--- config.mk ---
export PLATFORM = sky130hd
export DESIGN_NAME = hash_table_modulo_buckets
export DESIGN_NICKNAME = d
export VERILOG_FILES = /design/src/sv/hmb_pkg.sv /design/src/sv/hash_table_modulo_buckets.sv
export VERILOG_INCLUDE_DIRS = /design/src /design/src/sv
export SDC_FILE = /design/constraint.sdc
export NUM_CORES = 2
export LEC_CHECK = 0
export BUFFER_PORTS_ARGS = -buffer_cell sky130_fd_sc_hd__clkbuf_2
export CORE_MARGIN = 2
export CORE_UTILIZATION = 57
export DETAILED_ROUTE_END_ITERATION = 8
export MAX_ROUTING_LAYER = met4
export PLACE_DENSITY = 0.76
export SYNTH_ARGS = -nofsm -noshare
export SYNTH_HDL_FRONTEND = slang
export SYNTH_SLANG_ARGS = --single-unit
--- constraint.sdc ---
create_clock -name i_clk -period 8.55 [get_ports i_clk]
set_input_delay 1.2825 -clock i_clk [delete_from_list [all_inputs] [get_ports i_clk]]
set_output_delay 1.2825 -clock i_clk [all_outputs]
set_load 0.02 [all_outputs]
--- src/sv/assert_macros.svh ---
// assertion helpers shared by the rtl
`ifndef ASSERT_MACROS_SVH
`define ASSERT_MACROS_SVH

// same-cycle implication, checked outside reset
`define ASSERT_IMPLIES(label, clk, rst_n, ante, cons) \
    label: assert property (@(posedge clk) disable iff (!(rst_n)) (ante) |-> (cons)) \
        else $error("assertion failed: same-cycle implication");

// next-cycle implication, checked outside reset
`define ASSERT_NEXT(label, clk, rst_n, ante, cons) \
    label: assert property (@(posedge clk) disable iff (!(rst_n)) (ante) |=> (cons)) \
        else $error("assertion failed: next-cycle implication");

`endif

--- src/sv/hmb_pkg.sv ---
package hmb_pkg;

    // fixed field widths
    localparam int KEY_W        = 31;
    localparam int VALUE_W      = 64;
    localparam int STATUS_W     = 3;
    localparam int BUCKET_OUT_W = 5;

    typedef logic [KEY_W-1:0]        t_key;
    typedef logic [VALUE_W-1:0]      t_value;
    typedef logic [STATUS_W-1:0]     t_status;
    typedef logic [BUCKET_OUT_W-1:0] t_bucket_out;

    // operation codes
    localparam logic KIND_INSERT = 1'b0;
    localparam logic KIND_REMOVE = 1'b1;

    // result status codes
    localparam t_status ST_NEW       = 3'd0;
    localparam t_status ST_UPDATED   = 3'd1;
    localparam t_status ST_REMOVED   = 3'd2;
    localparam t_status ST_NOT_FOUND = 3'd3;
    localparam t_status ST_FULL      = 3'd4;

    // one operation in flight
    typedef struct packed {
        logic   kind;
        t_key   key;
        t_value value;
    } t_op;

endpackage

--- src/sv/hash_table_modulo_buckets.sv ---
// Key/value table with BUCKETS buckets of WAYS ways each. An operation is
// issued by raising start while busy is low; busy never rises, so one
// operation can be issued every clock cycle. i_kind selects insert/update
// (the value of a key already present is overwritten, otherwise the lowest
// free way of the bucket is taken, and a full bucket drops the insert with
// status "bucket full") or remove (frees the way holding the key, or reports
// "not found"). The bucket is i_key modulo BUCKETS, reported on o_bucket in
// its low 5 bits. Each operation gives exactly one result: o_valid is high
// for one cycle with o_status, o_bucket and o_table_empty (no entries left
// after this operation). Results come in issue order and cannot be held
// off; take them when o_valid is high. An operation passes through the
// modulo unit (reciprocal multiply, then a multiply-back and subtract, each
// behind a register) followed by the registered read of the bucket's key
// row; the lookup and compare on that row are combinational and its
// write-back happens in the same cycle, so back-to-back operations on the
// same bucket see each other's updates. No clearing pass is needed after
// reset: per-way valid bits are cleared at once, and key and value storage
// is only consulted for valid ways.

`include "assert_macros.svh"

module hash_table_modulo_buckets #(
    parameter int BUCKETS = 20,
    parameter int WAYS    = 4
) (
    input  logic                 i_clk,
    input  logic                 i_rst_n,
    input  logic                 start,
    input  logic                 i_kind,
    input  hmb_pkg::t_key        i_key,
    input  hmb_pkg::t_value      i_value,
    output logic                 busy,
    output logic                 o_valid,
    output hmb_pkg::t_status     o_status,
    output hmb_pkg::t_bucket_out o_bucket,
    output logic                 o_table_empty
);

    // index and counter widths
    localparam int BW  = (BUCKETS > 1) ? $clog2(BUCKETS) : 1;
    localparam int WW  = (WAYS > 1) ? $clog2(WAYS) : 1;
    localparam int CAP = BUCKETS * WAYS;
    localparam int CW  = $clog2(CAP + 1);

    // reciprocal for key / BUCKETS: q = (key * MULT) >> SHIFT is exact for
    // every 31-bit key with SHIFT = 31 + ceil(log2(BUCKETS))
    localparam int SHIFT = hmb_pkg::KEY_W + $clog2(BUCKETS);
    localparam int PW    = SHIFT + hmb_pkg::KEY_W;
    localparam int MW    = hmb_pkg::KEY_W + 2;
    localparam logic [63:0]   MULT_W = ((64'd1 << SHIFT) / BUCKETS) + 64'd1;
    localparam logic [MW-1:0] MULT   = MULT_W[MW-1:0];

    typedef logic [BW-1:0]                     t_bidx;
    typedef logic [WW-1:0]                     t_way;
    typedef logic [CW-1:0]                     t_count;
    typedef logic [PW-1:0]                     t_prod;
    typedef logic [WAYS-1:0]                   t_vrow;
    typedef logic [WAYS-1:0][hmb_pkg::KEY_W-1:0] t_krow;

    localparam hmb_pkg::t_key BUCKETS_K = hmb_pkg::t_key'(BUCKETS);
    localparam t_count        CAP_K     = t_count'(CAP);

    // pipeline registers
    logic           r_p1_vld, r_p2_vld, r_p3_vld, r_p4_vld;
    hmb_pkg::t_op   r_p1_op, r_p2_op, r_p3_op, r_p4_op;
    t_prod          r_p2_prod;
    hmb_pkg::t_key  r_p3_qb;
    t_bidx          r_p4_bucket;
    t_krow          r_rd_keys;

    // table storage
    t_krow          r_key_mem [BUCKETS];
    hmb_pkg::t_value r_val_mem [BUCKETS][WAYS];
    t_vrow          r_valid   [BUCKETS];
    t_count         r_count;

    // result registers
    logic                 r_res_vld;
    hmb_pkg::t_status     r_res_status;
    hmb_pkg::t_bucket_out r_res_bucket;
    logic                 r_res_empty;

    // stage 3/4 bucket and stage 4 decision
    hmb_pkg::t_key    p3_diff;
    t_bidx            p3_bucket;
    t_vrow            row_vld;
    t_vrow            hit_vec;
    t_vrow            free_vec;
    t_way             hit_way;
    t_way             free_way;
    t_way             wr_way;
    t_krow            wr_row;
    t_vrow            n_row_vld;
    t_count           n_count;
    hmb_pkg::t_status n_status;
    logic             key_we;
    logic             val_we;
    logic             any_valid;

    wire accept = start && !busy;

    // the table never stalls the issuing side
    assign busy = 1'b0;

    // ---- pipeline control ----
    always_ff @(posedge i_clk) begin
        if (!i_rst_n) begin
            r_p1_vld  <= 1'b0;
            r_p2_vld  <= 1'b0;
            r_p3_vld  <= 1'b0;
            r_p4_vld  <= 1'b0;
            r_res_vld <= 1'b0;
        end else begin
            r_p1_vld  <= accept;
            r_p2_vld  <= r_p1_vld;
            r_p3_vld  <= r_p2_vld;
            r_p4_vld  <= r_p3_vld;
            r_res_vld <= r_p4_vld;
        end
    end

    // ---- pipeline payload ----
    always_ff @(posedge i_clk) begin
        r_p1_op.kind  <= i_kind;
        r_p1_op.key   <= i_key;
        r_p1_op.value <= i_value;
        // reciprocal multiply
        r_p2_op   <= r_p1_op;
        r_p2_prod <= t_prod'(r_p1_op.key) * t_prod'(MULT);
        // multiply the quotient back
        r_p3_op   <= r_p2_op;
        r_p3_qb   <= r_p2_prod[SHIFT +: hmb_pkg::KEY_W] * BUCKETS_K;
        // remainder selects the row being read
        r_p4_op     <= r_p3_op;
        r_p4_bucket <= p3_bucket;
    end

    // remainder is below BUCKETS, so only the low index bits matter
    assign p3_diff   = r_p3_op.key - r_p3_qb;
    assign p3_bucket = p3_diff[BW-1:0];

    // ---- key rows: one write port, one registered read port ----
    // a row written in the same cycle it is read is passed straight through
    always_ff @(posedge i_clk) begin
        if (key_we) begin
            r_key_mem[r_p4_bucket] <= wr_row;
        end
        if (key_we && (r_p4_bucket == p3_bucket)) begin
            r_rd_keys <= wr_row;
        end else begin
            r_rd_keys <= r_key_mem[p3_bucket];
        end
    end

    // ---- values: written only ----
    always_ff @(posedge i_clk) begin
        if (val_we) begin
            r_val_mem[r_p4_bucket][wr_way] <= r_p4_op.value;
        end
    end

    // ---- lookup and decision on the current row ----
    assign row_vld = r_valid[r_p4_bucket];

    always_comb begin
        hit_vec  = '0;
        free_vec = '0;
        hit_way  = '0;
        free_way = '0;
        for (int w = 0; w < WAYS; w++) begin
            hit_vec[w]  = row_vld[w] && (r_rd_keys[w] == r_p4_op.key);
            free_vec[w] = !row_vld[w];
        end
        // lowest set way wins
        for (int w = WAYS - 1; w >= 0; w--) begin
            if (hit_vec[w]) begin
                hit_way = t_way'(w);
            end
            if (free_vec[w]) begin
                free_way = t_way'(w);
            end
        end
    end

    always_comb begin
        n_status  = hmb_pkg::ST_NOT_FOUND;
        key_we    = 1'b0;
        val_we    = 1'b0;
        wr_way    = hit_way;
        wr_row    = r_rd_keys;
        n_row_vld = row_vld;
        n_count   = r_count;
        case (r_p4_op.kind)
            hmb_pkg::KIND_INSERT: begin
                if (|hit_vec) begin
                    n_status = hmb_pkg::ST_UPDATED;
                    val_we   = r_p4_vld;
                end else if (|free_vec) begin
                    n_status            = hmb_pkg::ST_NEW;
                    wr_way              = free_way;
                    wr_row[free_way]    = r_p4_op.key;
                    n_row_vld[free_way] = 1'b1;
                    n_count             = r_count + t_count'(1);
                    key_we              = r_p4_vld;
                    val_we              = r_p4_vld;
                end else begin
                    n_status = hmb_pkg::ST_FULL;
                end
            end
            hmb_pkg::KIND_REMOVE: begin
                if (|hit_vec) begin
                    n_status           = hmb_pkg::ST_REMOVED;
                    n_row_vld[hit_way] = 1'b0;
                    n_count            = r_count - t_count'(1);
                end
            end
            default: begin
                n_status = hmb_pkg::ST_NOT_FOUND;
            end
        endcase
    end

    // ---- valid bits and entry count ----
    always_ff @(posedge i_clk) begin
        if (!i_rst_n) begin
            for (int b = 0; b < BUCKETS; b++) begin
                r_valid[b] <= '0;
            end
            r_count <= '0;
        end else if (r_p4_vld) begin
            r_valid[r_p4_bucket] <= n_row_vld;
            r_count              <= n_count;
        end
    end

    // ---- result register ----
    always_ff @(posedge i_clk) begin
        r_res_status <= n_status;
        r_res_bucket <= hmb_pkg::t_bucket_out'(r_p4_bucket);
        r_res_empty  <= (n_count == '0);
    end

    assign o_valid       = r_res_vld;
    assign o_status      = r_res_status;
    assign o_bucket      = r_res_bucket;
    assign o_table_empty = r_res_empty;

    // ---- checks ----
    always_comb begin
        any_valid = 1'b0;
        for (int b = 0; b < BUCKETS; b++) begin
            any_valid = any_valid | (|r_valid[b]);
        end
    end

    `ASSERT_IMPLIES(a_count_cap, i_clk, i_rst_n, 1'b1, r_count <= CAP_K)
    `ASSERT_IMPLIES(a_count_matches_valid, i_clk, i_rst_n, 1'b1, (r_count == '0) == !any_valid)
    `ASSERT_IMPLIES(a_result_latency, i_clk, i_rst_n, o_valid, $past(accept, 5))
    `ASSERT_IMPLIES(a_new_counts_up, i_clk, i_rst_n, o_valid && (o_status == hmb_pkg::ST_NEW), r_count == $past(r_count) + t_count'(1))

endmodule
==> impl_results.md <==
- Nets: 7,327
- Most used cell, CP: buf_4
- Leading area contributor after synthesis: edfxtp_1
- IO Count: 110
- Antenna Nets Post-Route: 0
- CP cell instances: buf_4 -> nand2b_2 -> buf_4 -> buf_4 -> nor2_1 -> a221o_1 -> o21ai_0 -> a221oi_1 -> nand4_1 -> or4_1 -> o211a_4 -> nand2_1 -> nor2_1 -> nand3_2 -> buf_12 -> mux2i_1
- HPWL after DPL: 165,000 µm
- Fillers: 13,400
- Synth cell count leaders: 2,608 x edfxtp_1, 811 x mux2i_1, 342 x o22ai_1
- Final Max Slew Viols: 0
- Tot GR Track Use: about 30%
- Iteration-0 DRC Markers: 9,181
- CTS tree: yes
- Post-route DRC: 0
- Fmax: 130 MHz
- Min Tclk post-route: 7720 ps
- Fraction of layout cells with a size suffix above 1: 15.4%
- Hold WC Path Type: register to register
- Worst slew margin: 7.46%
- RD Place Congestion: 0.923
- Num CTS Buffers: roughly 300
- Number of global-route vias before repair: 63,600
- Clk_skew: 72.8 ps
- #FFs+latches synth: 2,766
- Overall power: roughly 46 mW
- Port bufs: 44
- Register area: roughly 81,000 µm²
- Post-synth top area share: 67.6%
- Max clock buf depth: 4
- Worst EP required: 9080 ps
- Die Height: 455 µm
- Initial antenna violation count: 6
- CP Class: register to register
- Htree depth: 5
- Synth Warn #: 0
- Vias per cell: around 6.6
- Vias after detailed routing: 64,400
- Most common cell in the netlist: edfxtp_1
- Initial core utilization: 57.4%
- Post-synth EDFFs: about 2,600
- Post-CTS Resized: 0
- Pre-CTS setup slack: 1160 ps
- Worst vdd ir: roughly 1.6 mV
- Sequential share of the synthesized area: 70.3%
- Total Routed Length: ~300,000 µm
- Drt first pass iters: 6
- CP Max Fanout: 32
- Max stage delay on crit path: 1120 ps
- CP max stage cell: mux2i_1
- Leak: 45.6 nW
- Synth Flop Type: edfxtp_1
- CP delay by family, top: simple AND/OR/NAND/NOR gates
- Worst path bufs/invs: 4
- Gr ovfl total: 0
- Core area: slightly above 200,000 µm²
- CTS root buf: clkbuf_16
- Mapped Avg Cell Area: 17.5 µm²
- Synthesized area: 116,000 µm²
- Tcrit/Tclk final: 90.2%
- Post-synth ARST share: 0%
- Worst-Margin Slew: 1390 ps
- Avg WL per Cell: 31.3 µm
- Largest net degree at the start of global routing: 125
- Power per cell area: 356 nW/µm²
- Net Count, Synth: a little over 7,000
- Clock transition at path regs: 60 ps
- Max_cap viols: 0
- Synth top area cells: edfxtp_1 68%, mux2i_1 7.0%, mux4_2 5.0%
- Clock latency at the later pin of the worst-skew pair: 940 ps
- Mapped Cells: around 6,600
- Area of the die: between 200,000 and 250,000 µm²
- Final setup fails: 0
- Die W: 455 µm
- Clock sink total: ~2,800
- Multi-input gate area: around 31,000 µm²
- First-pass GRT wire length: 437,000 µm
- Distinct cells, synth: roughly 90
- RSZ-0062 raised after global routing: no
- CP Launch Type: register
- Row count: 165
- Status: finished, final reports clean
- Worst Setup End Kind: register
- Critical Path AT: about 8000 ps
- Hold-fix buffers, CTS: 0
- Worst setup margin: 834 ps
- Layout area overhead: 11.4%
- Fin. Hold Viols: 0
- # Post-CTS Setup Buffers: 0
-- layout make-up --
class	count	area share, %
Sequential cell	2766	63.1
Inverter	287	0.834
Multi-Input combinational cell	3246	24.4
Clock inverter	132	1.08
Timing Repair Buffer	257	1.87
Clock buffer	378	6.13
Antenna cell	5	0.00969
Tap cell	2672	2.59
-- cell families (layout without fill, tap and decap cells) --
family	count (synthesis)	in the layout	share of synthesized area, %
AO/OA/AOI/OAI	839	839	4.73
XOR/XNOR	60	60	0.453
adder cells (fa/ha/maj)	374	374	5.17
buffers and inverters	617	1054	2.87
flip-flops	2766	2766	70.3
multiplexers	1162	1162	12.9
other	1	6	0.00323
AND/OR/NAND/NOR	810	810	3.56
-- power breakdown --
| group | internal (mW) | switching (mW) | total [mW] | leakage, nW |
|---|---|---|---|---|
| combinational | 5.23 | 10.0 | 15.2 | 16.2 |
| sequential | 18.1 | 0.212 | 18.3 | 24.9 |
| clock | 7.38 | 5.07 | 12.4 | 4.54 |
| total | 30.7 | 15.3 | 46.0 | 45.6 |
-- placed cells by master (no fill, tap or decap), drive strengths merged, types with 14 or more instances in the layout --
master / netlist / layout
a2111oi: 16 / 16
a211o: 20 / 20
a211oi: 45 / 45
a21o: 19 / 19
a21oi: 150 / 150
a221oi: 15 / 15
a22oi: 48 / 48
a31oi: 19 / 19
and2: 20 / 20
and3: 41 / 41
buf: 243 / 213
bufinv: 0 / 28
clkbuf: 87 / 422
clkinv: 2 / 86
dfxtp: 158 / 158
edfxtp: 2608 / 2608
fa: 175 / 175
ha: 199 / 199
inv: 285 / 299
mux2: 92 / 92
mux2i: 811 / 811
mux4: 259 / 259
nand2: 181 / 181
nand2b: 49 / 49
nand3: 68 / 68
nand4: 28 / 28
nor2: 248 / 248
nor2b: 21 / 21
nor3: 23 / 23
nor4b: 24 / 24
o21a: 14 / 14
o21ai: 74 / 74
o22ai: 342 / 342
o31ai: 27 / 27
or3: 24 / 24
xnor2: 47 / 47
-- per-stage QoR --
stage	cells	TNS (ps)	util (%)	area (µm²)	hold WS, ps
finish	9743	0	63.9	129000	300
floorplan	6629	-2176660	-	116000	310
global route	9740	0	63.9	129000	308
global placement	9227	0	59.2	120000	310
CTS	9737	0	63.8	129000	303
detailed placement	9227	0	59.2	120000	312
-- layer usage --
layer,wire length (µm),up-vias,GRT usage [%]
met4,15100,0,13.3
met2,145000,4113,46.7
met1,111000,32900,39.6
li1,-,26500,-
met5,0,-,-
met3,33900,816,5.85
-- flip-flops by register name, indices dropped and copies added (netlist names) --
register	cells
o_bucket	5
o_status	3
o_table_empty	1
o_valid	1
r_count	7
r_key_mem	2480
r_p1_op	32
r_p1_vld	1
r_p2_op	32
r_p2_prod	3
r_p2_vld	1
r_p3_op	32
r_p3_qb	3
r_p3_vld	1
r_p4_bucket	5
r_p4_op	30
r_p4_vld	1
r_valid	128
-- final timing paths --
path / start / end / slack, ps / cells after the start
hold / removal: r_p3_op[95] / r_p4_op[95] / 300 / 0
setup reg to reg: r_p4_bucket[2] / r_key_mem[11][107] / 830 / 16
hold reg to reg: r_p3_op[95] / r_p4_op[95] / 300 / 0
setup / recovery: r_p4_bucket[2] / r_key_mem[11][107] / 830 / 16
No activity file was read; power rests on OpenSTA's default activity.
